==> config.mk <==
export PLATFORM = sky130hd
export DESIGN_NAME = kbs_fifo
export DESIGN_NICKNAME = d
export VERILOG_FILES = /design/src/rtl/core/kbs_pkg.sv /design/src/rtl/core/kbs_fifo.sv
export SDC_FILE = /design/constraint.sdc
export NUM_CORES = 1
export LEC_CHECK = 0
export BUFFER_PORTS_ARGS = -buffer_cell sky130_fd_sc_hd__buf_2
export CAP_MARGIN = 20
export CORE_ASPECT_RATIO = 1.1
export CORE_MARGIN = 10
export CORE_UTILIZATION = 60
export DETAILED_ROUTE_END_ITERATION = 6
export PLACE_DENSITY = 0.83
export SYNTH_ARGS = -nofsm -noshare
export SYNTH_HDL_FRONTEND = slang
export SYNTH_SLANG_ARGS = --single-unit
==> constraint.sdc <==
create_clock -name clk_i -period 3.5 [get_ports clk_i]
set_clock_uncertainty 0.2 [all_clocks]
set_input_delay 0.175 -clock clk_i [delete_from_list [all_inputs] [get_ports clk_i]]
set_output_delay 0.175 -clock clk_i [all_outputs]
set_load 0.05 [all_outputs]
==> src/rtl/core/kbs_pkg.sv <==
// Shared types and constants for the key bubble sorter.
// No dependencies; every other file of the block refers to it by scoped names.
package kbs_pkg;

  // Width of the arrival position tag.
  localparam int POS_W = 6;

  // Queue between the front and the back.
  localparam int Q_DEPTH = 4;
  localparam int Q_AW    = $clog2(Q_DEPTH);

  typedef enum logic [1:0] {
    ST_LOAD,
    ST_SORT,
    ST_EMIT
  } back_state_e;

  // Classification of one accepted item, made by the front.
  typedef struct packed {
    logic             store;  // key fits in the store
    logic             last;   // closes the set
    logic             ovf;    // a key of this set was dropped so far
    logic [POS_W-1:0] pos;    // arrival position
  } item_ctl_t;

  localparam int CTL_W = $bits(item_ctl_t);

endpackage

==> src/rtl/core/kbs_fifo.sv <==
// Short queue between the front and the back of the key bubble sorter.
// Depends on kbs_pkg for its depth.
module kbs_fifo #(
  parameter int WIDTH = 42
) (
  input  logic             clk_i,
  input  logic             rst_ni,
  input  logic             push_i,
  input  logic [WIDTH-1:0] data_i,
  output logic             full_o,
  input  logic             pop_i,
  output logic [WIDTH-1:0] data_o,
  output logic             valid_o
);

  logic [WIDTH-1:0]         mem_q [kbs_pkg::Q_DEPTH];
  logic [kbs_pkg::Q_AW-1:0] wr_q, rd_q;
  logic [kbs_pkg::Q_AW:0]   cnt_q;
  logic                     do_push, do_pop;

  assign full_o  = (cnt_q == (kbs_pkg::Q_AW + 1)'(kbs_pkg::Q_DEPTH));
  assign valid_o = (cnt_q != '0);
  assign data_o  = mem_q[rd_q];
  assign do_push = push_i && !full_o;
  assign do_pop  = pop_i && valid_o;

  always_ff @(posedge clk_i or negedge rst_ni) begin
    if (!rst_ni) begin
      wr_q  <= '0;
      rd_q  <= '0;
      cnt_q <= '0;
    end else begin
      if (do_push) wr_q <= wr_q + 1'b1;
      if (do_pop)  rd_q <= rd_q + 1'b1;
      if (do_push && !do_pop) begin
        cnt_q <= cnt_q + 1'b1;
      end else if (do_pop && !do_push) begin
        cnt_q <= cnt_q - 1'b1;
      end
    end
  end

  always_ff @(posedge clk_i) begin
    if (do_push) mem_q[wr_q] <= data_i;
  end

endmodule

==> flow_metrics.py <==
metrics = {
    "status": {
        "status": "finished, final reports clean",
    },
    "final_layout": {
        "multi_input_area_um2": 1190,
        "fillers": 581,
        "regArea_um2": 5230,
        "synthToLayoutAreaGrowth_pct": 24.9,
        "drive_above_1_share": 0.403,
        "final_cells": 556,
        "layout.nets": 453,
    },
    "pwr": {
        "swShare": 0.374,
        "intPower_mw": 4.89,
        "leakage_nw": 2.87,
        "ir_worst_vdd_uv": 594,
        "switchingPower_mw": 2.92,
        "pwr-share-seq": 0.404,
        "pwr-share-clk": 0.246,
        "combinationalPowerShare": 0.350,
        "p_per_area_nw_per_um2": 956,
    },
    "routing": {
        "avgViaCountPerCell": 5.48,
        "wl_per_cell_um": 22.5,
        "dr.pass1.iters": 4,
        "wl_um": 12500,
        "drt-initial-drc-count": 208,
        "postRouteAntennaNets": 0,
        "via_count": 3048,
        "drc_errors": 0,
    },
    "worst_setup_path": {
        "regToRegSetupSlack_ns": 1.00,
        "crit_path_top_delay_cell": "dfrtp_4",
        "slowest_delay_ns": 0.98,
        "worstSetupPathType": "register to output pin",
        "required_ns": 3.12,
        "critPathBufInv": 1,
        "cp.arrival_ns": 2.39,
        "startpoint_type": "register",
        "crit_chain": "mux4_1, buf_2",
        "worstSetupEndpoint": "data_o[37]",
        "reg2reg_from": "cnt_q[2]$_DFFE_PN0P_",
        "crit_cells": 2,
        "cp-startpoint": "rd_q[0]$_DFFE_PN0P_",
        "crit_fanout": 44,
        "reg2reg_to": "cnt_q[2]$_DFFE_PN0P_",
        "reg2regPathDepth": 8,
        "crit_family": "flip-flops",
        "end_kind": "output pin",
    },
    "job": {
        "drv_cap": 0,
    },
    "logic_synthesis": {
        "synth.area.top_cells": "edfxtp_1 (77%), mux4_2 (13%), dfrtp_1 (2.7%)",
        "synth_nets": 307,
        "yosysTopAreaCellShare": 0.771,
        "syn_avg_cell_area_um2": 25.7,
        "synth_commonest_cells": "edfxtp_1 (168), mux4_2 (38), dfrtp_1 (7)",
        "synth_warnings": 0,
        "synth_seq_area_share": 0.798,
        "synth.cell_area_um2": 6540,
        "async_flop_share": 0.0400,
        "synth_edf_count": 168,
        "synth_top_area_cell": "edfxtp_1",
        "synthCells": 255,
        "synth_cell_types": 21,
        "yosysMostFrequentCell": "edfxtp_1",
        "synth-main-ff-cell": "edfxtp_1",
        "ys_ff_latch": 175,
    },
    "floorplan": {
        "dieArea_um2": 15500,
        "start_util": 0.621,
        "rows": 39,
        "core-area_um2": 10500,
        "dieWidth_um": 120,
        "die_h_um": 130,
        "io_pins": 90,
    },
    "cts": {
        "clk_path_buf_depth": 2,
        "cts_setup_buffers": 0,
        "cts_buffers": 17,
        "clock_sinks": 175,
        "clkTransAtPathRegs_ns": 0.06,
        "clock_latency_ns": 0.42,
        "tritoncts": "yes",
        "htreeDepth": 4,
        "post_cts_resized": 0,
        "cts_root_buf": "clkbuf_16",
    },
    "timing": {
        "hold_violations": 0,
        "fin_crit_sh": 0.791,
        "final.setup.tns_ns": 0,
        "max_slew.worst_pin.slew_ns": 1.08,
        "drv_slew": 0,
        "maxSlewHeadroom": 0.277,
        "fmax_ghz": 0.361,
        "rsz0062_at_grt": "no",
        "setup_viol": 0,
        "period_minus_slack_ns": 2.77,
    },
    "grt": {
        "antenna_found_initial": 0,
        "overflow": 0,
        "grt_pass1_wl_um": 19900,
        "grt_max_degree": 45,
        "grt_use_total": 0.171,
        "grt_pass1_vias": 3473,
    },
    "placement": {
        "place_inst": 480,
        "gp_congestion": 0.683,
        "dp_hpwl_um": 7400,
        "port_buffers": 89,
    },
    "min_path": {
        "hold_path_class": "input pin to register",
    },
}
## power groups by stage
stage | clock, mW | combinational (mW) | sequential [mW]
floorplan | 0 | 2.43 | 2.90
global placement | 0 | 2.67 | 3.17
detailed placement | 0 | 2.72 | 3.20
CTS | 1.94 | 2.77 | 3.17
global route | 2.02 | 2.86 | 3.22
finish | 1.92 | 2.74 | 3.15
## stage by stage
stage          power (mW)  area, um2  utilization  setup slack (ns)  hold WS (ns)
6_report             7.81       8170        0.775             0.731        0.0746
5_1_grt              8.10       8170        0.775             0.623         0.101
4_1_cts              7.87       8170        0.775             0.734        0.0647
3_5_place_dp         5.92       7120        0.675              1.01        -0.169
3_3_place_gp         5.84       7120        0.675              1.07        -0.180
2_1_floorplan        5.33       6540            -             0.827        -0.321
## worst min-delay path, stage by stage
cell	delay, ns
buf_2	0.10
nor2b_1	0.21
xnor2_1	0.16
## placed cells by master, fill, tap and decap left out, types with 2 or more instances in the layout
master | netlist | layout
and2_2 | 0 | 4
buf_2 | 5 | 89
mux4_2 | 38 | 38
xor2_1 | 2 | 2
edfxtp_1 | 168 | 168
dlygate4sd3_1 | 0 | 45
inv_1 | 3 | 3
clkbuf_16 | 0 | 17
clkinvlp_4 | 0 | 3
clkbuf_1 | 0 | 3
ha_1 | 5 | 5
xnor2_1 | 4 | 4
bufinv_16 | 0 | 4
buf_12 | 4 | 3
dfrtp_1 | 7 | 5
mux4_1 | 4 | 4
## layer usage
metal	share of wire	GRT usage	vias to the layer above	routed length, um
li1	-	-	1363	-
met1	0.38	0.195	1562	4790
met2	0.53	0.293	105	6670
met3	0.066	0.0599	18	823
met4	0.017	0.0632	0	211
met5	0	0	-	0
## timing repair
action,CTS,global route
setup endpoints to repair,0,0
endpoints found under the hold margin,177,0
hold buffers,45,0
## sequential cells by signal (all words and copies together) (netlist names)
name / flops
cnt_q: 3
mem_q: 168
rd_q: 2
wr_q: 2
## area by class of cell
cell class | instances | area share
well taps | 143 | 0.0219
clock inverters | 10 | 0.0201
diodes | 1 | 0.000306
repair buffers | 138 | 0.118
clock buffers | 20 | 0.0534
inverters | 3 | 0.00138
multi-input cells | 66 | 0.146
flip-flops and latches | 175 | 0.639
## logic make-up after synthesis
kind of cell / after synthesis / share of synthesized area
and+or+nand+nor: 10 / 0.00956
DFF: 175 / 0.798
adders and majority gates: 6 / 0.0126
muxes: 44 / 0.151
buffers and inverters: 14 / 0.0212
xor gates and xnor gates: 6 / 0.00803
## how the worst min path moves through the flow
stage	endpoint	slack (ns)	cells past startpoint	startpoint
after floorplan	cnt_q[0]$_DFFE_PN0P_	-0.32	0	rst_ni
after global placement	cnt_q[2]$_DFFE_PN0P_	-0.18	1	rst_ni
after detailed placement	cnt_q[2]$_DFFE_PN0P_	-0.17	1	rst_ni
after CTS	wr_q[0]$_DFFE_PN0P_	0.06	3	push_i
after global routing	wr_q[0]$_DFFE_PN0P_	0.10	3	push_i
final	wr_q[0]$_DFFE_PN0P_	0.07	3	push_i
Power figures use the tool's default switching activity.
