$ cat src/rtl/core/kbs_pkg.sv
// Shared types and constants for the key bubble sorter.
// No dependencies; every other file of the block refers to it by scoped names.
package kbs_pkg;

  // Width of the arrival position tag.
  localparam int POS_W = 6;

  // Queue between the front and the back.
  localparam int Q_DEPTH = 4;
  localparam int Q_AW    = $clog2(Q_DEPTH);

  typedef enum logic [1:0] {
    ST_LOAD,
    ST_SORT,
    ST_EMIT
  } back_state_e;

  // Classification of one accepted item, made by the front.
  typedef struct packed {
    logic             store;  // key fits in the store
    logic             last;   // closes the set
    logic             ovf;    // a key of this set was dropped so far
    logic [POS_W-1:0] pos;    // arrival position
  } item_ctl_t;

  localparam int CTL_W = $bits(item_ctl_t);

endpackage

$ cat src/rtl/core/kbs_if.sv
// Handshake channels of the key bubble sorter: input keys and sorted results.
// Depends on kbs_pkg.
interface kbs_in_if #(
  parameter int KEY_BITS = 32
);
  logic                       valid;
  logic                       ready;
  logic signed [KEY_BITS-1:0] key;
  logic                       set_end;

  modport source (output valid, key, set_end, input ready);
  modport sink   (input valid, key, set_end, output ready);
endinterface


$ cat src/rtl/core/kbs_front.sv
// Front of the key bubble sorter: accepts keys, tags the arrival position,
// detects store overflow and pushes classified items. Depends on kbs_pkg, kbs_if.
module kbs_front #(
  parameter int DEPTH    = 64,
  parameter int KEY_BITS = 32
) (
  input  logic                  clk_i,
  input  logic                  rst_ni,
  kbs_in_if.sink                in_i,
  input  logic                  q_full_i,
  output logic                  q_push_o,
  output logic [KEY_BITS-1:0]   q_key_o,
  output kbs_pkg::item_ctl_t    q_ctl_o
);

  localparam int CNT_W = $clog2(DEPTH + 1);

  logic [CNT_W-1:0] cnt_q, cnt_d;
  logic             ovf_q, ovf_d;
  logic             store;

  assign in_i.ready = !q_full_i;
  assign q_push_o   = in_i.valid && !q_full_i;
  assign store      = (cnt_q != CNT_W'(DEPTH));

  assign q_key_o       = in_i.key;
  assign q_ctl_o.store = store;
  assign q_ctl_o.last  = in_i.set_end;
  assign q_ctl_o.ovf   = ovf_q || !store;
  assign q_ctl_o.pos   = kbs_pkg::POS_W'(cnt_q);

  always_comb begin
    cnt_d = cnt_q;
    ovf_d = ovf_q;
    if (q_push_o) begin
      if (in_i.set_end) begin
        cnt_d = '0;
        ovf_d = 1'b0;
      end else if (store) begin
        cnt_d = cnt_q + 1'b1;
      end else begin
        ovf_d = 1'b1;
      end
    end
  end

  always_ff @(posedge clk_i or negedge rst_ni) begin
    if (!rst_ni) begin
      cnt_q <= '0;
      ovf_q <= 1'b0;
    end else begin
      cnt_q <= cnt_d;
      ovf_q <= ovf_d;
    end
  end

endmodule

$ cat src/flat_wrapper.sv
// flat-port wrapper written by rule: the top's interface ports become plain ports
module kbs_front_flat 
#(
  parameter int DEPTH    = 64,
  parameter int KEY_BITS = 32
)
  (clk_i, rst_ni, q_full_i, q_push_o, q_key_o, q_ctl_o, in_i_valid, in_i_key, in_i_set_end, in_i_ready);
  kbs_in_if #(.KEY_BITS(KEY_BITS)) in_i_i ();
  input  logic clk_i;
  input  logic rst_ni;
  input  logic q_full_i;
  output logic q_push_o;
  output logic [KEY_BITS-1:0] q_key_o;
  output kbs_pkg::item_ctl_t q_ctl_o;
  input wire logic [$bits(in_i_i.valid)-1:0] in_i_valid;
  input wire logic [$bits(in_i_i.key)-1:0] in_i_key;
  input wire logic [$bits(in_i_i.set_end)-1:0] in_i_set_end;
  output wire logic [$bits(in_i_i.ready)-1:0] in_i_ready;
  assign in_i_i.valid = in_i_valid;
  assign in_i_i.key = in_i_key;
  assign in_i_i.set_end = in_i_set_end;
  assign in_i_ready = in_i_i.ready;
  kbs_front #(.DEPTH(DEPTH), .KEY_BITS(KEY_BITS)) u_core (.clk_i(clk_i), .rst_ni(rst_ni), .in_i(in_i_i), .q_full_i(q_full_i), .q_push_o(q_push_o), .q_key_o(q_key_o), .q_ctl_o(q_ctl_o));
endmodule
$ cat config.mk
export PLATFORM = sky130hd
export DESIGN_NAME = kbs_front_flat
export DESIGN_NICKNAME = d
export VERILOG_FILES = /design/src/rtl/core/kbs_pkg.sv /design/src/rtl/core/kbs_if.sv /design/src/rtl/core/kbs_front.sv /design/src/flat_wrapper.sv
export SDC_FILE = /design/constraint.sdc
export NUM_CORES = 1
export LEC_CHECK = 0
export BUFFER_PORTS_ARGS = -buffer_cell sky130_fd_sc_hd__buf_2
export CAP_MARGIN = 20
export CORE_MARGIN = 2
export CORE_UTILIZATION = 36
export DETAILED_ROUTE_END_ITERATION = 16
export PLACE_DENSITY = 0.86
export RECOVER_POWER = 100
export REMOVE_ABC_BUFFERS = 1
export SYNTH_ARGS = -nofsm -noshare
export SYNTH_HDL_FRONTEND = slang
export SYNTH_SLANG_ARGS = --single-unit
$ cat constraint.sdc
create_clock -name clk_i -period 1.7 [get_ports clk_i]
set_clock_uncertainty 0.05 [all_clocks]
set_input_delay 0 -clock clk_i [delete_from_list [all_inputs] [get_ports clk_i]]
set_output_delay 0 -clock clk_i [all_outputs]
set_load 0.005 [all_outputs]
==> results.yml <==
place:
  io_buffer_count: 15
  dp_hpwl_microns: 2080
  placed_cell_area_sq_um: 629
  gp_congestion: 0.837
floorplanning:
  rows: 17
  core-area_sq_um: 2190
  die_x_microns: 51.9
  io_pins: 80
  die_h_microns: 51.9
  start_util_pct: 37.6
  die-area_sq_um: 2690
pwr:
  power.leakage_uw: 0.000441
  p_per_area_nw_per_um2: 598
  power_uw: 609
  vdd_ir_drop_max_uv: 327
setup_path:
  rrSetupSlack_ns: 0.15
  slowest_delay_ns: 0.45
  worstPathMaxFanout: 7
  cp-start-kind: "flip-flop"
  reg2reg_to: "u_core.cnt_q[0]"
  slowest_stage: "dfrtp_2"
  worst_path_dominant_cell_family: "simple AND/OR/NAND/NOR gates"
  r2r-start: "u_core.cnt_q[0]"
  worst-endpoint-arrival_ns: 1.56
  worst-path-stages: 7
  reg2reg_depth: 6
  path_buf_inv: 3
  end_kind: "output port"
  critical_path_required_ns: 1.65
  worstSetupPathType: "reg2out"
  path_cells: "inv_1 > ha_1 > nor4bb_4 > and2_4 > inv_2 > nand2b_1 > buf_2"
synthesis:
  synth_edf_count: 0
  synth-seq-area-share_pct: 24.3
  syn_avg_cell_area_sq_um: 9.06
  ys_types: 29
  ys_ff_latch: 8
  synth_ff_type: "dfrtp_1"
  yosys_warnings: 0
  async_flop_share_pct: 100
  syn_area_sq_um: 825
  synth_cells: 91
finish:
  design_area_sq_um: 1020
  antennaDiodeCount: 0
  fill_cells: 210
  fin_nets: 148
  drive_gt1_share_pct: 28.0
  area_growth_syn_to_layout_pct: 23.5
detailed_routing:
  vias: 745
  routed_wl_microns: 3080
  drtIter0Drc: 27
  firstDrtPassIters: 4
  viasPerCell: 5.52
  drc: 0
  ant_nets: 0
  wl_per_cell_microns: 22.8
cts:
  cts_inserted_buffers: 3
  clock_path_buffers: 2
  cts_tree: "yes"
  h-tree-depth: 1
  path_clk_slew_ns: 0.06
  clk_latency_ns: 0.27
  cts-root-buf: "clkbuf_4"
  cts_sinks: 8
outcome:
  status: "complete, no violations"
sta:
  finalHoldViolCount: 0
  setup-violations-final: 0
  post-route-period-util_pct: 94.5
  tightest_slew_ns: 0.517
  fin_crit_ns: 1.61
  slew_headroom_pct: 65.5
  max_freq_mhz: 623
  report.final.slew_viol_count: 0
global_routing:
  globalRoute.totalOverflow: 0
  grt_max_degree: 13
  grt_first_pass_wirelength_microns: 4160
  antenna_found_initial: 0
  first_global_vias: 701
  grtUsageTotal_pct: 22.6
flow_run:
  drv_cap: 0
min_path:
  holdPathEnd: "u_core.cnt_q[5]"
  hold_path_depth: 4
  hold_class: "in2reg"
  min-delay-start: "in_i_valid"
-- tightest hold or removal path: stages --
cell	delay [ns]
buf_2	0.10
nand3b_1	0.10
o311ai_0	0.12
o41ai_1	0.08
-- per-stage QoR --
step / cells / TNS, ns / hold slack, ns / util (%) / worst slack (ns)
6_report: 135 / 0 / 0.135 / 46.5 / 0.0942
2_1_floorplan: 50 / 0 / -0.346 / - / 0.242
5_1_grt: 135 / -0.0100 / 0.161 / 46.5 / -0.0100
3_5_place_dp: 93 / 0 / -0.196 / 28.7 / 0.114
3_3_place_gp: 93 / 0 / -0.196 / 28.7 / 0.211
4_1_cts: 130 / 0 / 0.0213 / 45.2 / 0.0682
-- cell type report --
type,count,area (sq um),share of cell area (%)
repair buffers,54,447,43.9
multi-input cells,37,288,28.3
flip-flops and latches,8,203,19.9
well taps,28,35.0,3.44
inverters,5,23.8,2.33
clock buffers,3,22.5,2.21
-- how the worst max path moves through the flow --
stage	slack, ns	from	end
floorplan	0.24	u_core.cnt_q[0]	u_core.cnt_q[0]
global placement	0.21	u_core.cnt_q[0]	u_core.cnt_q[1]
detailed placement	0.11	u_core.cnt_q[0]	u_core.cnt_q[1]
CTS	0.07	u_core.cnt_q[0]	q_ctl_o[6]
global route	-0.01	u_core.cnt_q[0]	q_ctl_o[6]
finish	0.09	u_core.cnt_q[0]	q_ctl_o[6]
-- layout by cell type (no fill, tap or decap), drive strengths merged, types with 2 or more instances in the layout --
master	n
dlygate4sd3	33
a31oi	2
buf	18
o31ai	2
o311ai	3
nand3	3
o21ai	3
nand3b	2
ha	2
nand4b	2
inv	4
dfrtp	8
clkbuf	6
nor2	3
nand2b	3
nand2	3
-- registers in the layout, summed over array words and instances, names as in the netlist --
signal,flops
u_core.cnt_q,7
u_core.ovf_q,1
-- cell usage after synthesis, drive strengths merged (2+ instances only) --
library cell | count | area [sq um]
o21ai | 3 | 15.0
nand3 | 3 | 20.0
inv | 4 | 15.0
nand2 | 3 | 11.3
ha | 2 | 25.0
nand3b | 2 | 15.0
nand4b | 2 | 17.5
buf | 41 | 305
o311ai | 3 | 33.8
nor2 | 3 | 11.3
dfrtp | 8 | 200
a31oi | 2 | 12.5
o31ai | 2 | 15.0
nand2b | 3 | 33.8
-- metal layers --
metal,global-route usage (%),routed length [microns],up-vias
met5,0,0,-
met4,7.02,63,0
met3,10.9,310,6
met2,35.2,1450,52
met1,27.1,1260,383
li1,-,-,304
-- repair_timing --
action,in CTS,in global routing
pin swaps,1,0
setup buffers,1,5
hold endpoints to repair,40,0
gates resized for setup,0,2
setup endpoints to repair,2,2
hold buffers,33,0
-- kinds of logic (layout without fill, tap and decap cells) --
family / Yosys count / count (layout) / synth area share [%]
AOI/OAI and AO/OA: 14 / 14 / 13.2
adders and majority gates: 2 / 2 / 3.03
buffers and inverters: 46 / 62 / 39.9
DFF: 8 / 8 / 24.3
and+or+nand+nor: 21 / 21 / 19.6
-- power breakdown --
group          switching (uW)  leakage [uW]  internal (uW)  total [uW]
registers                27.9      0.000104            208         236
clock network            74.6     0.0000138           81.4         156
logic                    94.1      0.000323            123         217
Note: power is estimated with default switching activity, not from simulation.
